$ cat src/design/spha_pkg.sv
`timescale 1ns / 1ps
// ============================================================================
// spha_pkg
// Shared sizes, register indexes, reset values, types and helper functions
// for the spectrum peak-hold and frame-averaging block.
// ============================================================================

package spha_pkg;

    // Storage limits.
    localparam int MAX_BINS       = 4096;
    localparam int MAX_AVG_FRAMES = 16;

    localparam int BIN_W      = $clog2(MAX_BINS);
    localparam int SLOT_W     = $clog2(MAX_AVG_FRAMES);
    localparam int HIST_AW    = SLOT_W + BIN_W;
    localparam int HIST_DEPTH = MAX_BINS * MAX_AVG_FRAMES;
    localparam int NB_W       = BIN_W + 1;
    localparam int NA_W       = SLOT_W + 1;

    // Data widths.
    localparam int DB_W        = 16;
    localparam int SUM_W       = DB_W + SLOT_W;
    localparam int BIN_WORD_W  = SUM_W + DB_W;
    localparam int RECIP_W     = 24;
    localparam int QPROD_W     = SUM_W + RECIP_W;
    localparam int CFG_IDX_W   = 3;
    localparam int CFG_DATA_W  = 16;

    // Configuration register indexes.
    localparam logic [CFG_IDX_W-1:0] REG_NUM_BINS    = CFG_IDX_W'(0);
    localparam logic [CFG_IDX_W-1:0] REG_AVG_FRAMES  = CFG_IDX_W'(1);
    localparam logic [CFG_IDX_W-1:0] REG_HOLD_ENABLE = CFG_IDX_W'(2);
    localparam logic [CFG_IDX_W-1:0] REG_PEAK_DECAY  = CFG_IDX_W'(3);
    localparam logic [CFG_IDX_W-1:0] REG_FLOOR_DB    = CFG_IDX_W'(4);

    typedef logic signed [DB_W-1:0]  db_t;
    typedef logic signed [SUM_W-1:0] sum_t;

    // Reset values of the configuration registers.
    localparam logic [NB_W-1:0] NUM_BINS_RST   = NB_W'(1024);
    localparam logic [NA_W-1:0] AVG_FRAMES_RST = NA_W'(1);
    localparam logic            HOLD_RST       = 1'b0;
    localparam logic [15:0]     DECAY_RST      = 16'd62259;
    localparam db_t             FLOOR_RST      = -16'sd2080;

    // Running-sum update modes.
    localparam logic [1:0] SUM_FIRST = 2'd0;
    localparam logic [1:0] SUM_ADD   = 2'd1;
    localparam logic [1:0] SUM_SLIDE = 2'd2;

    // Control for the peak update.
    typedef struct packed {
        logic hold_on;
        logic primed;
    } peak_ctl_t;

    // Bin count clamped to 1..MAX_BINS.
    function automatic logic [NB_W-1:0] eff_bins(input logic [NB_W-1:0] r);
        logic [NB_W-1:0] v;
        if (r == '0)
            v = NB_W'(1);
        else if (r > NB_W'(MAX_BINS))
            v = NB_W'(MAX_BINS);
        else
            v = r;
        return v;
    endfunction

    // Averaging depth clamped to 1..MAX_AVG_FRAMES.
    function automatic logic [NA_W-1:0] eff_avg(input logic [NA_W-1:0] r);
        logic [NA_W-1:0] v;
        if (r == '0)
            v = NA_W'(1);
        else if (r > NA_W'(MAX_AVG_FRAMES))
            v = NA_W'(MAX_AVG_FRAMES);
        else
            v = r;
        return v;
    endfunction

    // ceil(2^24 / n). A 20-bit magnitude times this, shifted right by 24,
    // is the exact truncated quotient for every divisor from 2 to 16.
    function automatic logic [RECIP_W-1:0] recip(input logic [NA_W-1:0] n);
        logic [RECIP_W-1:0] r;
        case (n)
            NA_W'(2):  r = RECIP_W'(8388608);
            NA_W'(3):  r = RECIP_W'(5592406);
            NA_W'(4):  r = RECIP_W'(4194304);
            NA_W'(5):  r = RECIP_W'(3355444);
            NA_W'(6):  r = RECIP_W'(2796203);
            NA_W'(7):  r = RECIP_W'(2396746);
            NA_W'(8):  r = RECIP_W'(2097152);
            NA_W'(9):  r = RECIP_W'(1864136);
            NA_W'(10): r = RECIP_W'(1677722);
            NA_W'(11): r = RECIP_W'(1525202);
            NA_W'(12): r = RECIP_W'(1398102);
            NA_W'(13): r = RECIP_W'(1290556);
            NA_W'(14): r = RECIP_W'(1198373);
            NA_W'(15): r = RECIP_W'(1118482);
            NA_W'(16): r = RECIP_W'(1048576);
            default:   r = '0;
        endcase
        return r;
    endfunction

endpackage

$ cat src/design/spha_peak_calc.sv
`timescale 1ns / 1ps
// ============================================================================
// spha_peak_calc
// Decays a held peak toward the floor and takes the maximum with a new bin.
// ============================================================================

module spha_peak_calc (
    input  spha_pkg::peak_ctl_t ctl,
    input  spha_pkg::db_t       old_peak,
    input  spha_pkg::db_t       sample,
    input  spha_pkg::db_t       floor_lvl,
    input  logic [15:0]         decay,
    output spha_pkg::db_t       store_peak,
    output spha_pkg::db_t       peak_out
);
    import spha_pkg::*;

    logic signed [DB_W:0]     diff;
    logic signed [2*DB_W+1:0] prod;
    logic signed [DB_W:0]     decayed_wide;
    db_t                      decayed;
    db_t                      held;

    // floor + (peak - floor) * d / 65536, rounded toward minus infinity.
    assign diff         = {old_peak[DB_W-1], old_peak} - {floor_lvl[DB_W-1], floor_lvl};
    assign prod         = diff * $signed({1'b0, decay});
    assign decayed_wide = {floor_lvl[DB_W-1], floor_lvl} + $signed(prod[2*DB_W:DB_W]);
    assign decayed      = decayed_wide[DB_W-1:0];

    assign held = !ctl.primed ? sample : ((sample > decayed) ? sample : decayed);

    assign store_peak = ctl.hold_on ? held : old_peak;
    assign peak_out   = ctl.hold_on ? held : '0;

endmodule

$ cat config.mk
export PLATFORM = sky130hd
export DESIGN_NAME = spha_peak_calc
export DESIGN_NICKNAME = d
export VERILOG_FILES = /design/src/design/spha_pkg.sv /design/src/design/spha_peak_calc.sv
export SDC_FILE = /design/constraint.sdc
export NUM_CORES = 1
export LEC_CHECK = 0
export ABC_AREA = 1
export BUFFER_PORTS_ARGS = -buffer_cell sky130_fd_sc_hd__buf_4
export CORE_MARGIN = 2
export CORE_UTILIZATION = 60
export DETAILED_ROUTE_END_ITERATION = 16
export PLACE_DENSITY = 0.88
export SLEW_MARGIN = 40
export SYNTH_ARGS = -nofsm -noshare
export SYNTH_HDL_FRONTEND = slang
export SYNTH_SLANG_ARGS = --single-unit
$ cat constraint.sdc
create_clock -name vclk -period 28.1
set_input_delay 8.43 -clock vclk [all_inputs]
set_output_delay 8.43 -clock vclk [all_outputs]
set_load 0.01 [all_outputs]
==> metrics <==
outcome finished, final reports clean; Crit path top cell by count inv_1; total track usage 32.7%; Seq/Total Area, Yosys 0%; Setup-failing EPs final 0; Post-Syn Area per Cell 7.42 µm²; vias in the first global route 11700; CP arrival 19060 ps; cell taking the most area after synthesis fa_1; Fmax 36.4 MHz; Layout Nets 2232; synthesized area 0.0125 mm²; syn_nets 2149; first-pass GRT wire length 57000 µm; multi-input logic area 0.0106 mm²; startpoint types input port; CP required 19670 ps; Avg Vias per Cell 5.54; Synth warnings 0; Initial Utilization 61.5%; Synth top cells by count inv_1 (464), nand2_1 (340), fa_1 (267); share of the synthesized area in the top cell type 42.7%; Max-slew headroom 55.5%; Final Cycle Share 97.8%; Area Growth Syn to Fin 8.69%; count leader, synth inv_1; row count 52; diodes inserted 0; critical setup path kind in2out; drt drc 0; Avg WL per Cell 17.0 µm; Port Buffer Count 98; Routed Antenna Nets 0; CP max-delay cell fa_1; hold_buf cts 0; antenna violations before repair 0; Distinct cells, synth 42; setup TNS 0 ps; FF/Latch Area 0 µm²; Final Hold Vio Count 0; sequential cell count 0; Least-Margin Pin Slew 666 ps; fraction of layout cells with a size suffix above 1 9.11%; top cells by area, synth fa_1 (43%), inv_1 (14%), ha_1 (13%); Final Max Tran Viols 0; Layout fillers 1675; clock buffers 0; drt first pass iters 6; CP max stage delay 540 ps; CORE AREA 0.0204 mm²; Max Cap Viol 0; RSZ-0062 raised after global routing false; CP max FO 14; Post-Syn Instances 1687; Tmin final 27490 ps; GPL Wtd Cong 1.03; num ports 98; worst min path class in2out; drt initial violations 859; Detailed Place HPWL 30500 µm; DIE HEIGHT 148 µm; nature of the critical path endpoint output pin; Die ar. 0.0220 mm²; largest net degree at the start of global routing 26; GR Overflow Total 0; Vias 11300; die width 148 µm; routed wire length 34600 µm
==> cell usage in the layout, fill, tap and decap left out, types with 3 or more instances in the layout <==
cell type    n
o21bai_1     6
inv_1      462
xor2_1      24
nand3_1     48
or2_2       11
buf_4      114
a21oi_2      4
fa_1       265
nor4_1       4
o21ai_0     33
nor3_1       9
ha_1       129
inv_2        3
nand2_1    338
a21oi_1     68
nor2_1     171
xnor2_1     13
a21o_1       3
nor2_2      10
clkinv_1     5
o211ai_1     5
nand4_1      5
nand2_2      5
a221oi_1     3
a31oi_1      5
==> worst max-delay path, delay by kind of cell <==
| kind | cells | cell delay, ps |
|---|---|---|
| AO/OA/AOI/OAI | 6 | 1580 |
| XOR/XNOR | 2 | 310 |
| AND/OR/NAND/NOR | 22 | 2480 |
| buffers and inverters | 17 | 1680 |
| adder cells (fa/ha/maj) | 11 | 4620 |
==> path summary, 6_finish.rpt <==
kind | start | to | depth (start not counted)
worst max-delay path | old_peak[0] | store_peak[0] | 58
worst min-delay path | old_peak[6] | store_peak[6] | 4
==> final cells by class <==
class / instances / share of cell area [%]
Multi-Input combinational cell: 1182 / 78.2
Inverter: 472 / 13.1
Timing Repair Buffer: 114 / 6.29
Tap cell: 270 / 2.48
==> repair_timing <==
item / CTS / global route
setup endpoints to repair: 0 / 32
resized for setup: 0 / 11
setup buffers: 0 / 4
==> stage by stage <==
| stage | util [%] | setup slack (ps) | cells | instance area, µm² | hold WS (ps) |
|---|---|---|---|---|---|
| detailed placement | 66.4 | 366 | 2034 | 13500 | 17160 |
| global placement | 66.4 | 555 | 2034 | 13500 | 17160 |
| finish | 66.8 | 608 | 2038 | 13600 | 17150 |
| floorplan | - | 2050 | 1687 | 12500 | 16980 |
| global route | 66.8 | 36.6 | 2038 | 13600 | 17170 |
| CTS | 66.4 | 309 | 2034 | 13500 | 17160 |
==> routing by layer <==
| metal | track usage, % | routed length, µm | vias to the layer above |
|---|---|---|---|
| met5 | 0 | 0 | - |
| met4 | 14.2 | 1940 | 0 |
| met2 | 55.9 | 16700 | 591 |
| met1 | 41.8 | 12800 | 5455 |
| met3 | 4.54 | 3230 | 141 |
| li1 | - | - | 5109 |
==> cell families (layout without fill, tap and decap cells) <==
family / Yosys count / after routing / synth area share [%]
buffers and inverters: 505 / 586 / 15.4
and+or+nand+nor: 612 / 612 / 20.0
adders and majority gates: 396 / 396 / 55.6
xor gates and xnor gates: 39 / 39 / 2.85
AOI/OAI and AO/OA: 135 / 135 / 6.24
Power is left out: the tool's default activity adds up to more than one toggle a clock period on the data nets, which glitch-free logic cannot reach.
